$ cat config.mk
export PLATFORM = sky130hd
export DESIGN_NAME = triangular_divisor_count
export DESIGN_NICKNAME = d
export VERILOG_FILES = /design/src/rtl/tdc_pkg.sv /design/src/rtl/tdc_div.sv /design/src/rtl/triangular_divisor_count.sv
export VERILOG_INCLUDE_DIRS = /design/src /design/src/rtl
export SDC_FILE = /design/constraint.sdc
export NUM_CORES = 1
export LEC_CHECK = 0
export ABC_CLOCK_PERIOD_IN_PS = 8850
export BUFFER_PORTS_ARGS = -buffer_cell sky130_fd_sc_hd__buf_2
export CORE_MARGIN = 2
export CORE_UTILIZATION = 40
export CTS_CLUSTER_DIAMETER = 120
export DETAILED_ROUTE_END_ITERATION = 10
export GPL_TIMING_DRIVEN = 1
export SYNTH_ARGS = -nofsm -noshare
export SYNTH_HDL_FRONTEND = slang
export SYNTH_SLANG_ARGS = --single-unit
$ cat constraint.sdc
create_clock -name clk -period 8.85 [get_ports clk]
set_input_delay 1.77 -clock clk [delete_from_list [all_inputs] [get_ports clk]]
set_output_delay 1.77 -clock clk [all_outputs]
set_load 0.005 [all_outputs]
$ cat src/rtl/assert_macros.svh
// ----------------------------------------------------------------------------
// Assertion macros shared by the RTL files of the divisor count block.
// Define ASSERT_OFF to compile the assertions out.
// ----------------------------------------------------------------------------
`ifndef ASSERT_MACROS_SVH
`define ASSERT_MACROS_SVH
`ifndef ASSERT_OFF
// Concurrent property, disabled while reset is asserted.
`define TDC_ASSERT(lbl, clk, rst_n, prop, msg) \
  lbl: assert property (@(posedge clk) disable iff (!rst_n) prop) else $error(msg);
// Condition that must never be true at a clock edge.
`define TDC_ASSERT_NEVER(lbl, clk, rst_n, cond, msg) \
  lbl: assert property (@(posedge clk) disable iff (!rst_n) !(cond)) else $error(msg);
`else
`define TDC_ASSERT(lbl, clk, rst_n, prop, msg)
`define TDC_ASSERT_NEVER(lbl, clk, rst_n, cond, msg)
`endif
`endif

$ cat src/rtl/tdc_pkg.sv
// ----------------------------------------------------------------------------
// tdc_pkg
// Shared constants and types of the triangular divisor count block.
// ----------------------------------------------------------------------------
`timescale 1ns / 1ps
`default_nettype none

package tdc_pkg;

  localparam int TDC_INDEX_BITS_DEF = 16;
  localparam int TDC_VALUE_W        = 31;
  localparam int TDC_COUNT_W        = 12;
  localparam int TDC_COUNT_MAX      = 4095;
  localparam int TDC_REQ_RESET      = 5;
  localparam int TDC_FIRST_ODD      = 3;

  // Status of the shared divider toward the sequencer
  typedef struct packed {
    logic done;
    logic rem_zero;
  } tdc_div_stat_t;

endpackage

`default_nettype wire

$ cat src/rtl/tdc_div.sv
// ----------------------------------------------------------------------------
// tdc_div
// Restoring radix-2 divider, one quotient bit per cycle.
// ----------------------------------------------------------------------------
`timescale 1ns / 1ps
`default_nettype none
`include "assert_macros.svh"

module tdc_div import tdc_pkg::*; #(
  parameter int DVD_W = 2 * TDC_INDEX_BITS_DEF,
  parameter int DVS_W = TDC_INDEX_BITS_DEF + 1
) (
  input  wire logic             clk,
  input  wire logic             rst_n,
  input  wire logic             start,
  input  wire logic [DVD_W-1:0] dividend,
  input  wire logic [DVS_W-1:0] divisor,
  output logic      [DVD_W-1:0] quotient,
  output tdc_div_stat_t         stat
);

  localparam int STEP_W = $clog2(DVD_W + 1);

  logic              busy_r, busy_nxt;
  logic              done_r, done_nxt;
  logic [STEP_W-1:0] step_r, step_nxt;
  logic [DVD_W-1:0]  q_r, q_nxt;
  logic [DVS_W-1:0]  rem_r, rem_nxt;
  logic [DVS_W-1:0]  dvs_r, dvs_nxt;

  logic [DVS_W:0]    shifted;
  logic [DVS_W+1:0]  diff;

  assign shifted = {rem_r, q_r[DVD_W-1]};
  assign diff    = {1'b0, shifted} - {2'b00, dvs_r};

  always_comb begin
    busy_nxt = busy_r;
    done_nxt = 1'b0;
    step_nxt = step_r;
    q_nxt    = q_r;
    rem_nxt  = rem_r;
    dvs_nxt  = dvs_r;
    if (busy_r) begin
      // shift in one dividend bit, subtract when it fits
      if (!diff[DVS_W+1]) begin
        rem_nxt = diff[DVS_W-1:0];
      end else begin
        rem_nxt = shifted[DVS_W-1:0];
      end
      q_nxt    = {q_r[DVD_W-2:0], ~diff[DVS_W+1]};
      step_nxt = step_r - STEP_W'(1);
      if (step_r == STEP_W'(1)) begin
        busy_nxt = 1'b0;
        done_nxt = 1'b1;
      end
    end else if (start) begin
      busy_nxt = 1'b1;
      step_nxt = STEP_W'(DVD_W);
      q_nxt    = dividend;
      rem_nxt  = '0;
      dvs_nxt  = divisor;
    end
  end

  always_ff @(posedge clk) begin
    if (!rst_n) begin
      busy_r <= 1'b0;
      done_r <= 1'b0;
      step_r <= '0;
    end else begin
      busy_r <= busy_nxt;
      done_r <= done_nxt;
      step_r <= step_nxt;
    end
    q_r   <= q_nxt;
    rem_r <= rem_nxt;
    dvs_r <= dvs_nxt;
  end

  assign quotient      = q_r;
  assign stat.done     = done_r;
  assign stat.rem_zero = (rem_r == '0);

  `TDC_ASSERT_NEVER(a_start_busy, clk, rst_n, start && busy_r, "divider started while busy")
  `TDC_ASSERT(a_done_pulse, clk, rst_n, done_r |=> !done_r, "done held longer than a cycle")
  `TDC_ASSERT(a_start_loads, clk, rst_n, (start && !busy_r) |=> (busy_r && step_r == STEP_W'(DVD_W)), "start did not load the step count")

endmodule

`default_nettype wire

$ cat src/rtl/triangular_divisor_count.sv
// ----------------------------------------------------------------------------
// triangular_divisor_count
// Divisor count of the triangular number k(k+1)/2 by trial division.
// ----------------------------------------------------------------------------
// Usage:
//   Input channel in_valid / in_stall carries the index k. A transfer takes
//   place at a clock edge with in_valid high and in_stall low. in_stall is
//   high from the transfer until the result has moved to the output register.
//   Result channel out_valid / out_stall carries T = k(k+1)/2 (low 31 bits),
//   the divisor count of the full T (saturated at 4095) and the threshold
//   flag. The output register frees the input side: a new index is taken
//   while the previous result still waits under out_stall.
//   cfg_wr_en / cfg_wr_data write the threshold; write only while idle.
// Sequence:
//   out_valid rises after the sequencer has passed S_TRI, S_TWOS, the trial
//   divisions (S_CHK, S_WAIT) and S_FIN; for index zero it goes from S_TRI
//   straight to S_FIN. The next index is taken once the sequencer is back in
//   S_IDLE, which S_FIN holds off while a stalled result still fills the output
//   register. One divider, one quotient bit per cycle, is shared by every trial.
// Reset:
//   Synchronous, active low. Clears the sequencer and the output valid and
//   sets the threshold to 5. There is no memory and no clearing pass.
// ----------------------------------------------------------------------------
`timescale 1ns / 1ps
`default_nettype none
`include "assert_macros.svh"

module triangular_divisor_count import tdc_pkg::*; #(
  parameter int INDEX_BITS = TDC_INDEX_BITS_DEF
) (
  input  wire logic                   clk,
  input  wire logic                   rst_n,
  // configuration
  input  wire logic                   cfg_wr_en,
  input  wire logic [TDC_COUNT_W-1:0] cfg_wr_data,
  // input channel
  input  wire logic                   in_valid,
  output logic                        in_stall,
  input  wire logic [INDEX_BITS-1:0]  in_triangle_index,
  // result channel
  output logic                        out_valid,
  input  wire logic                   out_stall,
  output logic [TDC_VALUE_W-1:0]      out_triangular_value,
  output logic [TDC_COUNT_W-1:0]      out_divisor_count,
  output logic                        out_meets_threshold
);

  // full T width, product width, trial divisor width, square width, exponent width
  localparam int TB = 2 * INDEX_BITS;
  localparam int PW = TB + 1;
  localparam int IW = INDEX_BITS + 1;
  localparam int SW = TB + 1;
  localparam int EW = $clog2(TB + 1);
  localparam int CW = TDC_COUNT_W + 1;   // holds the saturation mark 4096

  typedef enum logic [2:0] {
    S_IDLE,
    S_TRI,
    S_TWOS,
    S_CHK,
    S_WAIT,
    S_FIN
  } state_t;

  state_t                 state_r, state_nxt;
  logic [TDC_COUNT_W-1:0] req_r, req_nxt;
  logic [INDEX_BITS-1:0]  k_r, k_nxt;
  logic [TB-1:0]          n_r, n_nxt;
  logic [TDC_VALUE_W-1:0] tval_r, tval_nxt;
  logic [EW-1:0]          e_r, e_nxt;
  logic [CW-1:0]          count_r, count_nxt;
  logic [IW-1:0]          i_r, i_nxt;
  logic [SW-1:0]          isq_r, isq_nxt;
  logic                   out_valid_r, out_valid_nxt;
  logic [TDC_VALUE_W-1:0] out_tval_r, out_tval_nxt;
  logic [TDC_COUNT_W-1:0] out_cnt_r, out_cnt_nxt;
  logic                   out_meets_r, out_meets_nxt;

  // shared divider
  logic                   div_start;
  logic [TB-1:0]          div_dividend;
  logic [TB-1:0]          div_quot;
  tdc_div_stat_t          div_stat;

  // datapath helpers
  logic [IW-1:0]          kp1;
  logic [PW-1:0]          prod;
  logic [TB-1:0]          t_full;
  logic [TB+TDC_VALUE_W-1:0] t_ext;
  logic [EW-1:0]          e1;
  logic [CW+EW-1:0]       cnt_mul;
  logic [CW-1:0]          cnt_sat;
  logic [CW:0]            cnt_dbl;
  logic [CW-1:0]          cnt_fin;
  logic [IW+1:0]          isq_step;

  // T = k(k+1)/2; the product is always even
  assign kp1    = {1'b0, k_r} + IW'(1);
  assign prod   = {{(IW){1'b0}}, k_r} * {{(INDEX_BITS){1'b0}}, kp1};
  assign t_full = prod[PW-1:1];
  assign t_ext  = {{TDC_VALUE_W{1'b0}}, t_full};

  // fold (1 + exponent) into the count, clamp at one past the maximum
  assign e1      = e_r + EW'(1);
  assign cnt_mul = {{EW{1'b0}}, count_r} * {{CW{1'b0}}, e1};
  assign cnt_sat = (cnt_mul > (CW+EW)'(TDC_COUNT_MAX)) ? CW'(TDC_COUNT_MAX + 1)
                                                       : cnt_mul[CW-1:0];

  // a leftover factor above one is prime and doubles the count
  assign cnt_dbl = (n_r > TB'(1)) ? {count_r, 1'b0} : {1'b0, count_r};
  assign cnt_fin = (cnt_dbl > (CW+1)'(TDC_COUNT_MAX)) ? CW'(TDC_COUNT_MAX)
                                                      : cnt_dbl[CW-1:0];

  // (i+2)^2 = i^2 + 4i + 4
  assign isq_step = {i_r, 2'b00} + (IW+2)'(4);

  tdc_div #(
    .DVD_W (TB),
    .DVS_W (IW)
  ) u_div (
    .clk      (clk),
    .rst_n    (rst_n),
    .start    (div_start),
    .dividend (div_dividend),
    .divisor  (i_r),
    .quotient (div_quot),
    .stat     (div_stat)
  );

  always_comb begin
    state_nxt     = state_r;
    req_nxt       = req_r;
    k_nxt         = k_r;
    n_nxt         = n_r;
    tval_nxt      = tval_r;
    e_nxt         = e_r;
    count_nxt     = count_r;
    i_nxt         = i_r;
    isq_nxt       = isq_r;
    out_valid_nxt = out_valid_r;
    out_tval_nxt  = out_tval_r;
    out_cnt_nxt   = out_cnt_r;
    out_meets_nxt = out_meets_r;
    div_start     = 1'b0;
    div_dividend  = n_r;

    if (cfg_wr_en) begin
      req_nxt = cfg_wr_data;
    end

    // drop the result once the receiver takes it
    if (out_valid_r && !out_stall) begin
      out_valid_nxt = 1'b0;
    end

    case (state_r)
      S_IDLE: begin
        if (in_valid) begin
          k_nxt     = in_triangle_index;
          state_nxt = S_TRI;
        end
      end
      S_TRI: begin
        tval_nxt = t_ext[TDC_VALUE_W-1:0];
        n_nxt    = t_full;
        e_nxt    = '0;
        if (t_full == '0) begin
          // index zero: no finite divisor count, report zero
          count_nxt = '0;
          state_nxt = S_FIN;
        end else begin
          state_nxt = S_TWOS;
        end
      end
      S_TWOS: begin
        if (!n_r[0]) begin
          n_nxt = n_r >> 1;
          e_nxt = e1;
        end else begin
          count_nxt = {{(CW-EW){1'b0}}, e1};
          e_nxt     = '0;
          i_nxt     = IW'(TDC_FIRST_ODD);
          isq_nxt   = SW'(TDC_FIRST_ODD * TDC_FIRST_ODD);
          state_nxt = S_CHK;
        end
      end
      S_CHK: begin
        if (isq_r <= {1'b0, n_r}) begin
          div_start    = 1'b1;
          div_dividend = n_r;
          state_nxt    = S_WAIT;
        end else begin
          count_nxt = cnt_fin;
          state_nxt = S_FIN;
        end
      end
      S_WAIT: begin
        if (div_stat.done) begin
          if (div_stat.rem_zero) begin
            // i divides the rest: take the quotient and try i again
            n_nxt        = div_quot;
            e_nxt        = e1;
            div_start    = 1'b1;
            div_dividend = div_quot;
          end else begin
            count_nxt = cnt_sat;
            e_nxt     = '0;
            i_nxt     = i_r + IW'(2);
            isq_nxt   = isq_r + {{(SW-IW-2){1'b0}}, isq_step};
            state_nxt = S_CHK;
          end
        end
      end
      S_FIN: begin
        // hold until the output register is free
        if (!out_valid_r || !out_stall) begin
          out_valid_nxt = 1'b1;
          out_tval_nxt  = tval_r;
          out_cnt_nxt   = count_r[TDC_COUNT_W-1:0];
          out_meets_nxt = (count_r[TDC_COUNT_W-1:0] >= req_r);
          state_nxt     = S_IDLE;
        end
      end
      default: begin
        state_nxt = S_IDLE;
      end
    endcase
  end

  always_ff @(posedge clk) begin
    if (!rst_n) begin
      state_r     <= S_IDLE;
      req_r       <= TDC_COUNT_W'(TDC_REQ_RESET);
      out_valid_r <= 1'b0;
    end else begin
      state_r     <= state_nxt;
      req_r       <= req_nxt;
      out_valid_r <= out_valid_nxt;
    end
    k_r         <= k_nxt;
    n_r         <= n_nxt;
    tval_r      <= tval_nxt;
    e_r         <= e_nxt;
    count_r     <= count_nxt;
    i_r         <= i_nxt;
    isq_r       <= isq_nxt;
    out_tval_r  <= out_tval_nxt;
    out_cnt_r   <= out_cnt_nxt;
    out_meets_r <= out_meets_nxt;
  end

  assign in_stall             = (state_r != S_IDLE);
  assign out_valid            = out_valid_r;
  assign out_triangular_value = out_tval_r;
  assign out_divisor_count    = out_cnt_r;
  assign out_meets_threshold  = out_meets_r;

  `TDC_ASSERT(a_odd_divisor, clk, rst_n, div_start |-> (i_r[0] && i_r >= IW'(TDC_FIRST_ODD)), "trial divisor not odd")
  `TDC_ASSERT(a_count_range, clk, rst_n, (state_r == S_WAIT) |-> (count_r <= CW'(TDC_COUNT_MAX + 1)), "count above saturation mark")
  `TDC_ASSERT(a_accept_start, clk, rst_n, (in_valid && !in_stall) |=> (state_r == S_TRI), "transfer did not start the product")

endmodule

`default_nettype wire
==> impl_results.md, run 1 <==
* Worst r2r src: k_r[0]$_DFFE_PP_
* Fmax at 118.3 MHz
* Synth Register Bits at around 280
* Vias per Instance at 5.347
* Met3 Track Usage GR at 2.895%
* Post-DP HPWL at about 50 mm
* Post-Syn Instances at 2766
* Gr ovfl total at 0
* R2R Setup Slk at 400 ps
* Setup_tns at 0 ps
* Vias in the first global route at 20650
* Clk buf depth at 3
* Max_cap viols at 0
* P&R area growth vs syn at 10.62%
* Net count after synthesis at approximately 3300
* Hold path cells at 0
* DIE AREA at roughly 69000 µm²
* Cell taking the most area after synthesis: edfxtp_1
* Hold-fix buffers, CTS at 0
* Status: completed
* Data arrival, critical path at 8690 ps
* Clock Pin Slew Worst Setup and Hold Paths at approximately 60 ps
* Most used routing layer: met2
* Hold WC Path Type: reg -> reg
* Slew headroom at about a quarter
* Final antenna-violating net count at 0
* Worst Clk Skew at about 18 ps
* Die X at ~260 µm
* CP max stage delay at between 500 and 600 ps
* Initial antenna violation count at 1
* CP dominant cell by count: fa_1
* Clk Latency, worst-skew pair at 560 ps
* Top post-synthesis cells by area: edfxtp_1 (28%), fa_1 (19%), ha_1 (10%), inv_1 (5.7%), nand2b_1 (3.4%)
* Post-Syn Area at ~27000 µm²
* Largest net degree at the start of global routing at 76
* Avg Cell Area, Syn at 9.697 µm²
* Hold Vio Cnt, Final at 0
* Reg2Reg Depth at 28
* Register area share after synthesis at about 30%
* Worst Tran Pin Value at 1143 ps
* CTS tree: yes
* Initial Utilization at 40.58%
* H-tree Lvls at 2
* Synth warnings at 0
* Period Utilization, post-route at 95.50%
* Netlist cell types at between 70 and 80
* Clock sink count at 277
* Drt first pass iters at 5
* Critical path class: reg -> reg
* GP Congestion at 0.8810
* Synth top area share at 28.33%
* Row count at 94
* Met1 usage at a little over a quarter
* Hold Crit Endpoint: out_triangular_value[3]$_DFFE_PP_
* # IOs at 79
* Peak fanout along the critical path at 13
* First-pass GRT wire length at 110.5 mm
* Routed Wire Length at 66.53 mm
* Core region area at roughly 66000 µm²
* Die Y at 262.9 µm
* WL/cell at 17.86 µm
* Met2 GRT Util at approximately 32%
* I/O Buffers at 78
* GRT Util Overall at 19.70%
* Top_reg_cell synth: edfxtp_1
* Final setup fails at 0
* Data required time of the worst path at about 9100 ps
* Final Net Count at 3346
* Reg-to-reg critical path endpoint: count_r[4]$_SDFFCE_PN0P_
* CP max-delay cell: or4_1
* Hold Crit Start: tval_r[3]$_DFFE_PP_
* CTS Root Cell: clkbuf_16
* DR vias at approximately 20000
* Post-synth EDFFs at about 250
* Tmin final at 8452 ps
* Startpoint types: register
* Fill cell count at 6343
* CTS buffer count at 37
* Count of pins over their slew limit at 0
* Layout cells sized above 1 at under 10%
* Starting DRC count in detailed routing at about 1500
* Async SR Flop Fraction at 0%
* # DRC at 0
* Worst Setup End Kind: register
## registers in the layout, summed over array words and instances, names as in the netlist, 3 cells and up
signal / flops
e_r: 6
state_r: 3
req_r: 12
tval_r: 31
count_r: 13
out_divisor_count: 12
u_div.quotient: 32
u_div.rem_r: 17
isq_r: 30
u_div.step_r: 6
k_r: 16
u_div.dvs_r: 16
i_r: 16
n_r: 32
out_triangular_value: 31
## worst max-delay path, delay by kind of cell, from the launching register on
kind / cells / cell delay (ps)
simple gates: 11 / 2660
compound gates: 2 / 380
buf+inv: 6 / 630
fa+ha+maj: 8 / 3850
flops: 1 / 410
xor+xnor: 1 / 200
## cells in the final DEF (no fill, tap or decap), types with 7 or more instances in the layout
| master | synthesis | final |
|---|---|---|
| a211oi_1 | 11 | 11 |
| or3_1 | 13 | 13 |
| a21o_1 | 41 | 41 |
| o21a_1 | 8 | 8 |
| and3_1 | 24 | 23 |
| nor2_1 | 200 | 197 |
| buf_2 | 6 | 78 |
| nand3_1 | 47 | 46 |
| mux2i_1 | 83 | 83 |
| or2_2 | 11 | 11 |
| xnor2_1 | 50 | 50 |
| a221oi_1 | 7 | 7 |
| fa_1 | 255 | 255 |
| nand4_1 | 20 | 20 |
| a21oi_1 | 158 | 154 |
| nor4_1 | 15 | 15 |
| dfxtp_1 | 24 | 23 |
| o21bai_1 | 11 | 11 |
| nand2b_1 | 146 | 146 |
| o21ai_0 | 94 | 90 |
| clkbuf_16 | 0 | 38 |
| ha_1 | 225 | 220 |
| edfxtp_1 | 253 | 253 |
| nor2b_1 | 108 | 108 |
| nor3_1 | 52 | 51 |
| xor2_1 | 28 | 28 |
| nand2_1 | 181 | 180 |
| clkinv_1 | 3 | 7 |
| inv_1 | 404 | 404 |
| o31ai_1 | 8 | 7 |
| buf_4 | 0 | 64 |
| a31oi_1 | 12 | 12 |
| o22ai_1 | 12 | 12 |
| and2_1 | 38 | 37 |
| o211ai_1 | 16 | 16 |
## kinds of logic after synthesis
group | share of synthesized area [%]
buffers and inverters | 7.347
XOR/XNOR | 2.547
AND/OR/NAND/NOR | 16.74
AO/OA/AOI/OAI | 10.58
flip-flops | 30.12
adder cells (fa/ha/maj) | 29.53
multiplexers | 3.140
## layout make-up
| type | count | area (µm²) | area share, % |
|---|---|---|---|
| clock inverter | 24 | 249.0 | 0.8392 |
| multi-input combinational | 1968 | 16880 | 56.89 |
| tap | 864 | 1081 | 3.644 |
| clock buffer | 43 | 979.7 | 3.302 |
| timing repair buffer | 142 | 870.8 | 2.935 |
| antenna | 1 | 2.502 | 0.008435 |
| inverter | 407 | 1528 | 5.149 |
| sequential | 277 | 8079 | 27.23 |
## cells in the mapped netlist (13+ instances only)
master,count
and2_1,38
dfxtp_1,24
nor3_1,52
ha_1,225
nand2b_1,146
or3_1,13
nand3_1,47
clkbuf_1,97
inv_1,404
nand4_1,20
mux2i_1,83
nor2_1,200
nand2_1,181
xnor2_1,50
a21oi_1,158
fa_1,255
xor2_1,28
edfxtp_1,253
a21o_1,41
and3_1,24
o21ai_0,94
nor2b_1,108
o211ai_1,16
nor4_1,15
## metal layers
layer,wire [µm],up-vias,share of wire (%)
met5,0,-,0
met4,1670,0,2.5
met3,3622,102,5.4
met2,30860,528,46
met1,30380,9864,46
li1,-,9429,-
## metrics by stage
step / hold slack, ps / worst slack [ps] / std cells / util (%) / area (µm²)
floorplan: 400.3 / 713.8 / 2766 / - / 26820
global placement: 401.3 / 346.5 / 3657 / 42.91 / 28360
detailed placement: 404.5 / 181.8 / 3657 / 42.91 / 28360
CTS: 419.8 / 145.7 / 3724 / 44.76 / 29590
global route: 425.4 / -37.54 / 3726 / 44.89 / 29670
finish: 419.7 / 398.3 / 3726 / 44.89 / 29670
## worst max-delay path by stage
stage          cells past startpoint             start                   endpoint  slack, ps
2_1_floorplan                     29  k_r[0]$_DFFE_PP_   count_r[0]$_SDFFCE_PN0P_        710
5_1_grt                           28  k_r[0]$_DFFE_PP_  count_r[11]$_SDFFCE_PN0P_        -40
6_report                          28  k_r[0]$_DFFE_PP_   count_r[4]$_SDFFCE_PN0P_        400
3_5_place_dp                      29  k_r[0]$_DFFE_PP_   count_r[4]$_SDFFCE_PN0P_        180
3_3_place_gp                      29  k_r[0]$_DFFE_PP_   count_r[6]$_SDFFCE_PN0P_        350
4_1_cts                           29  k_r[0]$_DFFE_PP_  count_r[11]$_SDFFCE_PN0P_        150
## what timing repair did
| item | CTS | global route |
|---|---|---|
| resized for setup | 0 | 20 |
| endpoints found under the setup margin | 0 | 16 |
| buffers inserted | 0 | 1 |
Power of run 1 is left out: the tool's default activity adds up to more than one toggle a clock period on the data nets, which glitch-free logic cannot reach.
==> run 2: changes to the inputs <==
ABC_CLOCK_PERIOD_IN_PS = 7800   (was 8850)
clock period = 7.8 ns   (was 8.85 ns; I/O delays follow)
==> run 2 against run 1 <==
Against the previous run: non-clock buffer count grew 129; sequential share of layout area shrank 1.5 points; worst setup slack lost 330 ps; highest routed layer unchanged.
==> impl_results.md, run 2 (same netlist as run 1, synthesis figures left out) <==
* Status: completed
* Post-DP HPWL at 52.78 mm (+3.3%)
* CTS tree: yes
* Data arrival, critical path at 7970 ps (-720 ps)
* Clk buf depth at 3 (unchanged)
* Layout cells sized above 1 at 16.42% (+7.6 points)
* Clock Pin Slew Worst Setup and Hold Paths at 60 ps (about the same)
* Worst Tran Pin Value at 1073 ps (-69.96 ps)
* H-tree Lvls at 2 (unchanged)
* Count of pins over their slew limit at 0 (unchanged)
* CP max stage delay at 590 ps (about the same)
* CTS Root Cell: clkbuf_16
* DR vias at 20550 (+3.2%)
* Most common cell after layout, fill and taps aside: inv_1
* Core region area at 66100 µm² (unchanged)
* Final Net Count at 3473 (+3.8%)
* Final antenna-violating net count at 0 (unchanged)
* Period Utilization, post-route at 99.08% (+3.6 points)
* Post-Place Cells at 3755 (+2.7%)
* Reg2Reg Depth at 29 (+3.6%)
* Die Y at 262.9 µm (unchanged)
* # IOs at 79 (unchanged)
* Hold path cells at 0 (unchanged)
* WL/cell at 17.84 µm (-0.11%)
* I/O Buffers at 78 (unchanged)
* GRT Util Overall at 20.10% (+0.39 points)
* RSZ-0062 raised after global routing: true
* Starting DRC count in detailed routing at 1356 (-9.4%)
* Row count at 94 (unchanged)
* Largest net degree at the start of global routing at 76 (unchanged)
* CTS buffer count at 34 (-8.1%)
* Startpoint types: register
* Max_cap viols at 0 (unchanged)
* Clk Latency, worst-skew pair at 550 ps (about the same)
* GP Congestion at 0.8904 (+1.1%)
* Commonest non-fill, non-tap cells in the layout: inv_1 (392), edfxtp_1 (253), fa_1 (248)
* Peak fanout along the critical path at 7 (-6)
* CP max-delay cell: fa_2
* Final setup fails at 0 (unchanged)
* Die X at 262.9 µm (unchanged)
* Routed Wire Length at 68.65 mm (+3.2%)
* Vias in the first global route at 21140 (+2.4%)
* # DRC at 0 (unchanged)
* Gr ovfl total at 0 (unchanged)
* Critical path class: reg -> reg
* Data required time of the worst path at 8050 ps (-1040 ps)
* Clock sink count at 277 (unchanged)
* Initial Utilization at 40.58% (unchanged)
* Non-Filler Instances at 3849 (+3.3%)
* First-pass GRT wire length at 112.6 mm (+1.9%)
* Vias per Instance at 5.340 (-0.13%)
* P&R area growth vs syn at 17.14%
* Initial antenna violation count at 1 (unchanged)
* Slew headroom at 28.46% (+4.7 points)
* Placement Setup Slack at -350.9 ps (-532.8 ps)
* Worst Setup End Kind: register
* Fmax at 129.4 MHz (+9.4%)
* Hold WC Path Type: reg -> reg
* Setup_tns at 0 ps (unchanged)
* Hold Vio Cnt, Final at 0 (unchanged)
* Drt first pass iters at 5 (unchanged)
* Tmin final at 7728 ps (-723.5 ps)
* Worst Clk Skew at 22.67 ps (+4.699 ps)
* Setup ws final at 71.82 ps (-326.5 ps)
* DIE AREA at 69140 µm² (unchanged)
* CP dominant cell by count: fa_1
-- run 2: changes by cell type in the layout (fill, tap and decap cells not counted), sizes merged --
cell,previous run,this run
buf,142,271
clkinv,17,13
clkinvlp,3,0
nand2,181,182
-- run 2: path summary, 6_finish.rpt --
kind | from | endpoint | slack [ps]
worst max-delay path | k_r[0]$_DFFE_PP_ | count_r[8]$_SDFFCE_PN0P_ | 70
worst min-delay path | tval_r[9]$_DFFE_PP_ | out_triangular_value[9]$_DFFE_PP_ | 420
worst max register to register | k_r[0]$_DFFE_PP_ | count_r[8]$_SDFFCE_PN0P_ | 70
worst min register to register | tval_r[9]$_DFFE_PP_ | out_triangular_value[9]$_DFFE_PP_ | 420
-- run 2: area by class of cell --
cell class              count  area, µm²
flip-flops and latches    277       8079
well taps                 864       1081
clock inverters            17      171.4
clock buffers              43      935.9
inverters                 407       1529
repair buffers            271       1937
diodes                      1      2.502
fillers                  6119      34680
multi-input cells        1969      17680
-- run 2: timing repair --
| item | CTS | global route |
|---|---|---|
| gates cloned | 1 | 0 |
| pin swaps | 13 | 107 |
| buffers inserted | 6 | 26 |
| gates resized for setup | 45 | 138 |
| endpoints found under the setup margin | 16 | 16 |
| hold buffers | 0 | 0 |
-- run 2: metrics by stage --
stage          area, µm²  utilization, %  hold slack (ps)
3_5_place_dp       29190           44.16            404.5
3_3_place_gp       29190           44.16            405.8
6_report           31420           47.53            417.5
4_1_cts            30580           46.26            417.9
5_1_grt            31420           47.53            436.0
2_1_floorplan      26910               -            400.3
-- run 2: layer usage --
metal,global-route usage (%),share of wire [%]
met1,27.88,45
met2,33.08,47
met3,2.418,5.0
met4,5.869,2.5
met5,0,0
-- run 2: worst max-delay path, delay by kind of cell (launching register included) --
kind | cells | cell delay (ps)
AO/OA/AOI/OAI | 3 | 360
XOR/XNOR | 1 | 110
adder cells (fa/ha/maj) | 9 | 3940
buffers and inverters | 5 | 470
flip-flops | 1 | 480
AND/OR/NAND/NOR | 11 | 2060
Power of run 2 is left out for the same reason.
